==> src/hdl/bed_pkg.sv <==
// Shared types and character constants for the backslash escape decoder.
package bed_pkg;

    localparam logic [7:0] CHAR_BSLASH = 8'h5C;
    localparam logic [7:0] CHAR_X      = 8'h78;
    localparam logic [7:0] CHAR_ZERO   = 8'h30;
    localparam logic [7:0] CHAR_SEVEN  = 8'h37;
    localparam logic [7:0] CHAR_NINE   = 8'h39;
    localparam logic [7:0] CHAR_LA     = 8'h61;
    localparam logic [7:0] CHAR_LF_HEX = 8'h66;
    localparam logic [7:0] CHAR_UA     = 8'h41;
    localparam logic [7:0] CHAR_UF     = 8'h46;
    localparam logic [7:0] CHAR_B      = 8'h62;
    localparam logic [7:0] CHAR_E      = 8'h65;
    localparam logic [7:0] CHAR_N      = 8'h6E;
    localparam logic [7:0] CHAR_R      = 8'h72;
    localparam logic [7:0] CHAR_T      = 8'h74;
    localparam logic [7:0] CHAR_V      = 8'h76;

    localparam logic [7:0] CODE_BEL = 8'h07;
    localparam logic [7:0] CODE_BS  = 8'h08;
    localparam logic [7:0] CODE_ESC = 8'h1B;
    localparam logic [7:0] CODE_FF  = 8'h0C;
    localparam logic [7:0] CODE_LF  = 8'h0A;
    localparam logic [7:0] CODE_CR  = 8'h0D;
    localparam logic [7:0] CODE_HT  = 8'h09;
    localparam logic [7:0] CODE_VT  = 8'h0B;

    localparam int RUN_MAX = 3;

    typedef struct packed {
        logic [7:0] in_byte;
        logic       in_final;
    } in_item_t;

    typedef struct packed {
        logic [7:0] out_byte;
        logic       out_valid;
        logic       out_run_end;
        logic       out_text_end;
    } out_item_t;

    typedef struct packed {
        logic [1:0]                  count;
        out_item_t [RUN_MAX-1:0]     items;
    } run_t;

endpackage

==> src/hdl/bed_decode.sv <==
// Escape parser: parse state registers and the per-transaction decode into a result run.
module bed_decode (
    input  logic              clk,
    input  logic              rst_n,
    input  logic              accept,
    input  bed_pkg::in_item_t item,
    output bed_pkg::run_t     run
);

    typedef enum logic [1:0] {
        MODE_PLAIN = 2'd0,
        MODE_ESC   = 2'd1,
        MODE_HEX   = 2'd2,
        MODE_OCT   = 2'd3
    } mode_t;

    mode_t      mode_reg, mode_next;
    logic [8:0] value_reg, value_next;
    logic [1:0] count_reg, count_next;

    logic [7:0] c;
    logic       fin;
    logic       is_bslash;
    logic [3:0] hex_digit;
    logic       hex_ok;
    logic       oct_ok;
    logic [8:0] hex_acc;
    logic [8:0] oct_acc;
    logic [1:0] count_inc;
    logic [7:0] b0, b1, b2;
    logic [1:0] n;
    logic [1:0] last;

    assign c         = item.in_byte;
    assign fin       = item.in_final;
    assign is_bslash = (c == bed_pkg::CHAR_BSLASH);
    assign oct_ok    = (c >= bed_pkg::CHAR_ZERO) && (c <= bed_pkg::CHAR_SEVEN);
    assign hex_acc   = {value_reg[4:0], hex_digit};
    assign oct_acc   = {value_reg[5:0], c[2:0]};
    assign count_inc = count_reg + 2'd1;

    always_comb
    begin
        hex_ok    = 1'b1;
        hex_digit = 4'd0;
        if ((c >= bed_pkg::CHAR_ZERO) && (c <= bed_pkg::CHAR_NINE))
        begin
            hex_digit = c[3:0];
        end
        else if (((c >= bed_pkg::CHAR_LA) && (c <= bed_pkg::CHAR_LF_HEX)) ||
                 ((c >= bed_pkg::CHAR_UA) && (c <= bed_pkg::CHAR_UF)))
        begin
            hex_digit = c[3:0] + 4'd9;
        end
        else
        begin
            hex_ok = 1'b0;
        end
    end

    always_comb
    begin
        mode_next  = mode_reg;
        value_next = value_reg;
        count_next = count_reg;
        b0 = 8'd0;
        b1 = 8'd0;
        b2 = 8'd0;
        n  = 2'd0;
        unique case (mode_reg)
            MODE_PLAIN:
            begin
                if (is_bslash && !fin)
                begin
                    mode_next = MODE_ESC;
                end
                else
                begin
                    b0 = c;
                    n  = 2'd1;
                end
            end
            MODE_ESC:
            begin
                mode_next = MODE_PLAIN;
                n = 2'd1;
                unique case (c)
                    bed_pkg::CHAR_LA:     b0 = bed_pkg::CODE_BEL;
                    bed_pkg::CHAR_B:      b0 = bed_pkg::CODE_BS;
                    bed_pkg::CHAR_E:      b0 = bed_pkg::CODE_ESC;
                    bed_pkg::CHAR_LF_HEX: b0 = bed_pkg::CODE_FF;
                    bed_pkg::CHAR_N:      b0 = bed_pkg::CODE_LF;
                    bed_pkg::CHAR_R:      b0 = bed_pkg::CODE_CR;
                    bed_pkg::CHAR_T:      b0 = bed_pkg::CODE_HT;
                    bed_pkg::CHAR_V:      b0 = bed_pkg::CODE_VT;
                    bed_pkg::CHAR_BSLASH: b0 = bed_pkg::CHAR_BSLASH;
                    bed_pkg::CHAR_X:
                    begin
                        value_next = 9'd0;
                        count_next = 2'd0;
                        if (fin)
                        begin
                            b0 = bed_pkg::CHAR_BSLASH;
                            b1 = bed_pkg::CHAR_X;
                            n  = 2'd2;
                        end
                        else
                        begin
                            mode_next = MODE_HEX;
                            n = 2'd0;
                        end
                    end
                    bed_pkg::CHAR_ZERO:
                    begin
                        value_next = 9'd0;
                        count_next = 2'd0;
                        n = 2'd0;
                        if (!fin)
                        begin
                            mode_next = MODE_OCT;
                        end
                    end
                    default:
                    begin
                        b0 = bed_pkg::CHAR_BSLASH;
                        b1 = c;
                        n  = 2'd2;
                    end
                endcase
            end
            MODE_HEX:
            begin
                if (hex_ok)
                begin
                    if ((count_inc >= 2'd2) || fin)
                    begin
                        b0 = hex_acc[7:0];
                        n  = 2'd1;
                        mode_next  = MODE_PLAIN;
                        value_next = 9'd0;
                        count_next = 2'd0;
                    end
                    else
                    begin
                        value_next = hex_acc;
                        count_next = count_inc;
                    end
                end
                else
                begin
                    mode_next  = MODE_PLAIN;
                    value_next = 9'd0;
                    count_next = 2'd0;
                    if (count_reg != 2'd0)
                    begin
                        b0 = value_reg[7:0];
                        if (is_bslash && !fin)
                        begin
                            mode_next = MODE_ESC;
                            n = 2'd1;
                        end
                        else
                        begin
                            b1 = c;
                            n  = 2'd2;
                        end
                    end
                    else
                    begin
                        b0 = bed_pkg::CHAR_BSLASH;
                        b1 = bed_pkg::CHAR_X;
                        if (is_bslash && !fin)
                        begin
                            mode_next = MODE_ESC;
                            n = 2'd2;
                        end
                        else
                        begin
                            b2 = c;
                            n  = 2'd3;
                        end
                    end
                end
            end
            MODE_OCT:
            begin
                if (oct_ok)
                begin
                    if ((count_inc >= 2'd3) || fin)
                    begin
                        b0 = oct_acc[7:0];
                        n  = 2'd1;
                        mode_next  = MODE_PLAIN;
                        value_next = 9'd0;
                        count_next = 2'd0;
                    end
                    else
                    begin
                        value_next = oct_acc;
                        count_next = count_inc;
                    end
                end
                else
                begin
                    mode_next  = MODE_PLAIN;
                    value_next = 9'd0;
                    count_next = 2'd0;
                    if (count_reg != 2'd0)
                    begin
                        b0 = value_reg[7:0];
                        if (is_bslash && !fin)
                        begin
                            mode_next = MODE_ESC;
                            n = 2'd1;
                        end
                        else
                        begin
                            b1 = c;
                            n  = 2'd2;
                        end
                    end
                    else
                    begin
                        if (is_bslash && !fin)
                        begin
                            mode_next = MODE_ESC;
                            n = 2'd0;
                        end
                        else
                        begin
                            b0 = c;
                            n  = 2'd1;
                        end
                    end
                end
            end
            default:
            begin
                mode_next = MODE_PLAIN;
            end
        endcase
    end

    assign last = (n == 2'd0) ? 2'd0 : n - 2'd1;

    always_comb
    begin
        run.count = (n == 2'd0) ? 2'd1 : n;
        run.items[0].out_byte = b0;
        run.items[1].out_byte = b1;
        run.items[2].out_byte = b2;
        run.items[0].out_valid = (n != 2'd0);
        run.items[1].out_valid = (n >= 2'd2);
        run.items[2].out_valid = (n == 2'd3);
        run.items[0].out_run_end = (last == 2'd0);
        run.items[1].out_run_end = (last == 2'd1);
        run.items[2].out_run_end = (last == 2'd2);
        run.items[0].out_text_end = (last == 2'd0) && fin;
        run.items[1].out_text_end = (last == 2'd1) && fin;
        run.items[2].out_text_end = (last == 2'd2) && fin;
    end

    always_ff @(posedge clk or negedge rst_n)
    begin
        if (!rst_n)
        begin
            mode_reg  <= MODE_PLAIN;
            value_reg <= 9'd0;
            count_reg <= 2'd0;
        end
        else if (accept)
        begin
            mode_reg  <= mode_next;
            value_reg <= value_next;
            count_reg <= count_next;
        end
    end

endmodule

==> src/hdl/bed_run_buf.sv <==
// Result register that holds one decoded run and hands it out one transaction per cycle while out_ready is high.
module bed_run_buf (
    input  logic               clk,
    input  logic               rst_n,
    input  logic               load,
    input  bed_pkg::run_t      run,
    output logic               can_load,
    output logic               out_valid,
    input  logic               out_ready,
    output bed_pkg::out_item_t out_data
);

    bed_pkg::out_item_t [bed_pkg::RUN_MAX-1:0] items_reg;
    logic [1:0] rem_reg;
    logic       pop;

    assign out_valid = (rem_reg != 2'd0);
    assign out_data  = items_reg[0];
    assign pop       = out_valid && out_ready;
    assign can_load  = (rem_reg == 2'd0) || ((rem_reg == 2'd1) && out_ready);

    always_ff @(posedge clk or negedge rst_n)
    begin
        if (!rst_n)
        begin
            rem_reg <= 2'd0;
        end
        else if (load)
        begin
            rem_reg <= run.count;
        end
        else if (pop)
        begin
            rem_reg <= rem_reg - 2'd1;
        end
    end

    always_ff @(posedge clk)
    begin
        if (load)
        begin
            items_reg <= run.items;
        end
        else if (pop)
        begin
            items_reg[0] <= items_reg[1];
            items_reg[1] <= items_reg[2];
        end
    end

endmodule

==> src/hdl/backslash_escape_decoder_top.sv <==
// The first result of a transaction is offered in the cycle after it is accepted.
// One input transaction per cycle while each yields a single result and out_ready is
// high; an input with k results (k up to 3) keeps new input out until its last is taken.
// Reset: rst_n clears the parse state to plain text and empties the result register.
module backslash_escape_decoder_top (
    input  logic               clk,
    input  logic               rst_n,
    input  logic               in_valid,
    output logic               in_ready,
    input  bed_pkg::in_item_t  in_data,
    output logic               out_valid,
    input  logic               out_ready,
    output bed_pkg::out_item_t out_data
);

    bed_pkg::run_t run;
    logic          accept;

    assign accept = in_valid && in_ready;

    bed_decode u_decode (
        .clk    (clk),
        .rst_n  (rst_n),
        .accept (accept),
        .item   (in_data),
        .run    (run)
    );

    bed_run_buf u_run_buf (
        .clk       (clk),
        .rst_n     (rst_n),
        .load      (accept),
        .run       (run),
        .can_load  (in_ready),
        .out_valid (out_valid),
        .out_ready (out_ready),
        .out_data  (out_data)
    );

endmodule

==> config.mk <==
export PLATFORM = sky130hd
export DESIGN_NAME = backslash_escape_decoder_top
export DESIGN_NICKNAME = d
export VERILOG_FILES = /design/src/hdl/bed_pkg.sv /design/src/hdl/bed_decode.sv /design/src/hdl/bed_run_buf.sv /design/src/hdl/backslash_escape_decoder_top.sv
export SDC_FILE = /design/constraint.sdc
export NUM_CORES = 1
export LEC_CHECK = 0
export ABC_AREA = 1
export BUFFER_PORTS_ARGS = -buffer_cell sky130_fd_sc_hd__buf_2
export CAP_MARGIN = 20
export CORE_ASPECT_RATIO = 0.9
export CORE_UTILIZATION = 35
export DETAILED_ROUTE_END_ITERATION = 10
export SYNTH_ARGS = -nofsm -noshare
export SYNTH_HDL_FRONTEND = slang
export SYNTH_HIERARCHICAL = 1
export SYNTH_SLANG_ARGS = --single-unit
==> constraint.sdc <==
create_clock -name clk -period 2.7 [get_ports clk]
set_clock_uncertainty 0.15 [all_clocks]
set_input_delay 0.27 -clock clk [delete_from_list [all_inputs] [get_ports clk]]
set_output_delay 0.27 -clock clk [all_outputs]
set_load 0.05 [all_outputs]
==> key figures <==
Synth
  • Syn Nets: roughly 540
  • Synth top area cells: edfxtp_1 27%, nand2_1 19%, dfrtp_1 9.6%, inv_1 5.8%, nand3_1 5.1%
  • Dominant synthesized flop cell: edfxtp_1
  • Top cell type's share of synthesized area: 0.271
  • Ys async rst share: 0.298
  • Synth Warn #: 6
  • Number of synthesized register bits: 47
  • Syn Std Cell Area: around 0.0037 sq mm
  • EDFF count, synth: 33
  • Synth unique cells: 35
  • Cell count after synthesis: ~520
  • Mux cell area share after synthesis: 0
  • Most frequent cell after synthesis: nand2_1
  • Post-synthesis compound-gate area fraction: 0.102
  • Syn Area/Cell: about 7.1 sq um
  • Register area share after synthesis: 0.367
  • Post-synth top area cell: edfxtp_1
  • Largest family of logic cells by synthesized area: simple AND/OR/NAND/NOR gates
  • Synth Area in Adders: 0.0343
  • Commonest cells in the synthesized netlist: 189 x nand2_1, 56 x inv_1, 39 x nor2_1
  • Post-synthesis simple-gate area fraction: 0.376
  • Post-Synth XOR/XNOR Area: 0.00240

Finish
  • Fill cells: about 1100
  • Design area: between 0.004 and 0.005 sq mm
  • Area Overhead vs Synth: 11.8%
  • Final #Nets: ~570
  • Multi-input gate area: approximately 0.0019 sq mm
  • Register Area: roughly 0.0013 sq mm
  • Non-filler instance count after layout: 672
  • Antenna Cells: 0
  • Number of flip-flops in the largest register: 22
  • Layout cell share with drive strength beyond 1: 0.172

Worst setup path
  • Crit. Startpoint: in_data[2]
  • Crit-path most repeated cell: nand2_1
  • RR Endpoint: u_run_buf/out_data[6]
  • Crit path launch type: primary input
  • CP Class: in2reg
  • Critical Path Slowest Stage Cell: ha_1
  • Crit path DAT: about 2.3 ns
  • R2R setup slack: ~0.52 ns
  • Crit path cell chain: buf_2 -> inv_1 -> ha_1 -> nand2_1 -> nor2_1 -> nand2_1 -> nor2_1 -> inv_1 -> ha_1 -> inv_1 -> nand3_1 -> nand3_2 -> nand2_2 -> nor2_4 -> nand3_1 -> nand2_1 -> nand2_1
  • Req. time, crit path: 2.60 ns
  • Maximum fanout along the worst path: 3
  • End point of the critical path: u_run_buf/out_data[2]
  • Reg2reg path depth: 10
  • Crit path capture type: flop
  • FF-to-FF Start: u_decode/count_reg[0]
  • Largest stage delay, worst path: about 0.34 ns

Die
  • Die Y: 98.9 um
  • Core Area: a little under 0.01 sq mm
  • Starting density of the core: 0.368
  • Die Wd: 110 um
  • Row count: 34
  • Die ar.: about 0.011 sq mm
  • # IOs: 26

Place
  • Port buffer count: 25
  • HPWL after DPL: between 7 and 8 mm
  • Dpl cells: ~660
  • Placed cell area: a little under 0.004 sq mm
  • GPL Wtd Cong: between 1 and 1.5

Timing
  • Worst slew pin tran: between 0.6 and 0.7 ns
  • Highest Clock Rate: 421 MHz
  • Final setup violation count: 0
  • Setup TNS: 0 ns
  • Hold Fails Final Rpt: 0
  • RSZ-0062 raised after global routing: no
  • Slew Viols, Final: 0
  • Tmin final: between 2 and 2.5 ns
  • Relative slew slack: 0.588
  • Final Cycle Share: 0.880

Clock tree
  • Root Buffer: clkbuf_16
  • CTS tree: built
  • Max clock buf depth: 2
  • Post-CTS sizing: 0
  • # hold bufs at CTS: 1
  • Worst-Skew Late Latency: between 0.2 and 0.3 ns
  • Setup repair bufs after CTS: 0
  • CTS HTree Levels: 2
  • Clock sinks: 47
  • Reg clk slew, reported paths: roughly 0.060 ns
  • CTS Buf Count: 5

Routing
  • Antenna Nets Post-Route: 0
  • Vias after detailed routing: approximately 3400
  • Drt drc: 0
  • Routed length per placed instance: between 15 and 20 um
  • DR pass1 iterations: 5
  • Vias per cell: between 5 and 6
  • Initial DRC Count: approximately 260
  • Routed WL: about 10 mm

Power
  • Worst VDD drop: between 0.6 and 0.7 mV
  • Cell Pwr Density: 829 mW/mm^2
  • Lkg Pwr: 2.09 nW

Run status
  • Status: complete, no violations

Global routing
  • GRT Overall Usage: 0.202
  • First-pass GRT wire length: 16.6 mm
  • Gr ovfl total: 0
  • Initial antenna violation count: 0
  • Number of global-route vias before repair: about 3200
  • Largest net degree at the start of global routing: 40

Min path
  • Hold Crit Class: in2reg

Job
  • Max-Cap Viols: 0
[placed cells by master (no fill, tap or decap), types with 2 or more instances in the layout]
cell / instances
nand2_2: 16
nand2_1: 188
nor2_2: 6
nand3_2: 2
o211ai_1: 7
edfxtp_1: 33
o22ai_1: 4
inv_1: 56
o31ai_1: 3
o21ai_1: 2
nand3_1: 37
a21oi_1: 5
dfrtp_1: 14
buf_2: 25
ha_1: 10
buf_4: 22
nor2_1: 39
inv_2: 3
o21ai_0: 37
nand2_4: 7
clkbuf_16: 5
nand4_1: 10
[kinds of logic (layout without fill, tap and decap cells)]
group | Yosys count | count (layout)
AO/OA/AOI/OAI | 63 | 63
XOR/XNOR | 1 | 1
adder cells (fa/ha/maj) | 10 | 10
buffers and inverters | 85 | 116
flip-flops | 47 | 47
AND/OR/NAND/NOR | 309 | 309
[critical path, delay by kind of cell]
kind	cells	cell delay, ns
fa+ha+maj	2	0.55
buf+inv	4	0.38
simple gates	11	1.07
[report_power, final]
part / leakage, nW / switching, mW / total (mW) / internal [mW]
registers: 0.475 / 0.0810 / 1.21 / 1.13
clock network: 0.0818 / 0.276 / 0.714 / 0.437
logic: 1.53 / 1.10 / 1.46 / 0.368
total: 2.09 / 1.45 / 3.39 / 1.93
[layer usage]
layer  up-vias  global-route usage  share of wire  routed length [um]
li1       1712                   -              -                   -
met4         0              0.0677          0.023                 232
met5         -                   0              0                   0
met2       117               0.295           0.43                4400
met3        18              0.0278          0.057                 583
met1      1555               0.301           0.49                4990
[cell type report]
class	count	share of cell area
clock inverter	3	0.0104
tap	126	0.0386
clock buffer	5	0.0306
sequential	47	0.329
timing repair buffer	48	0.0736
inverter	60	0.0570
multi-input combinational	383	0.461
[metrics by stage]
stage	utilization	worst slack (ns)	total power, mW	hold WS, ns
after detailed placement	0.394	0.0287	2.70	0.0422
final	0.412	0.324	3.39	0.175
after CTS	0.412	0.338	3.42	0.174
after global placement	0.394	0.0820	2.70	0.0387
after floorplan	-	0.113	2.47	-0.176
after global routing	0.412	0.124	3.63	0.194
[worst min path at each step]
stage / startpoint / end / depth (start not counted)
2_1_floorplan: rst_n / u_decode/count_reg[0] / 0
3_3_place_gp: rst_n / u_decode/value_reg[7] / 1
3_5_place_dp: rst_n / u_decode/value_reg[7] / 1
4_1_cts: out_ready / u_run_buf/rem_reg[0] / 4
5_1_grt: out_ready / u_run_buf/rem_reg[0] / 4
6_report: out_ready / u_run_buf/rem_reg[0] / 4
Power figures use the tool's default switching activity.
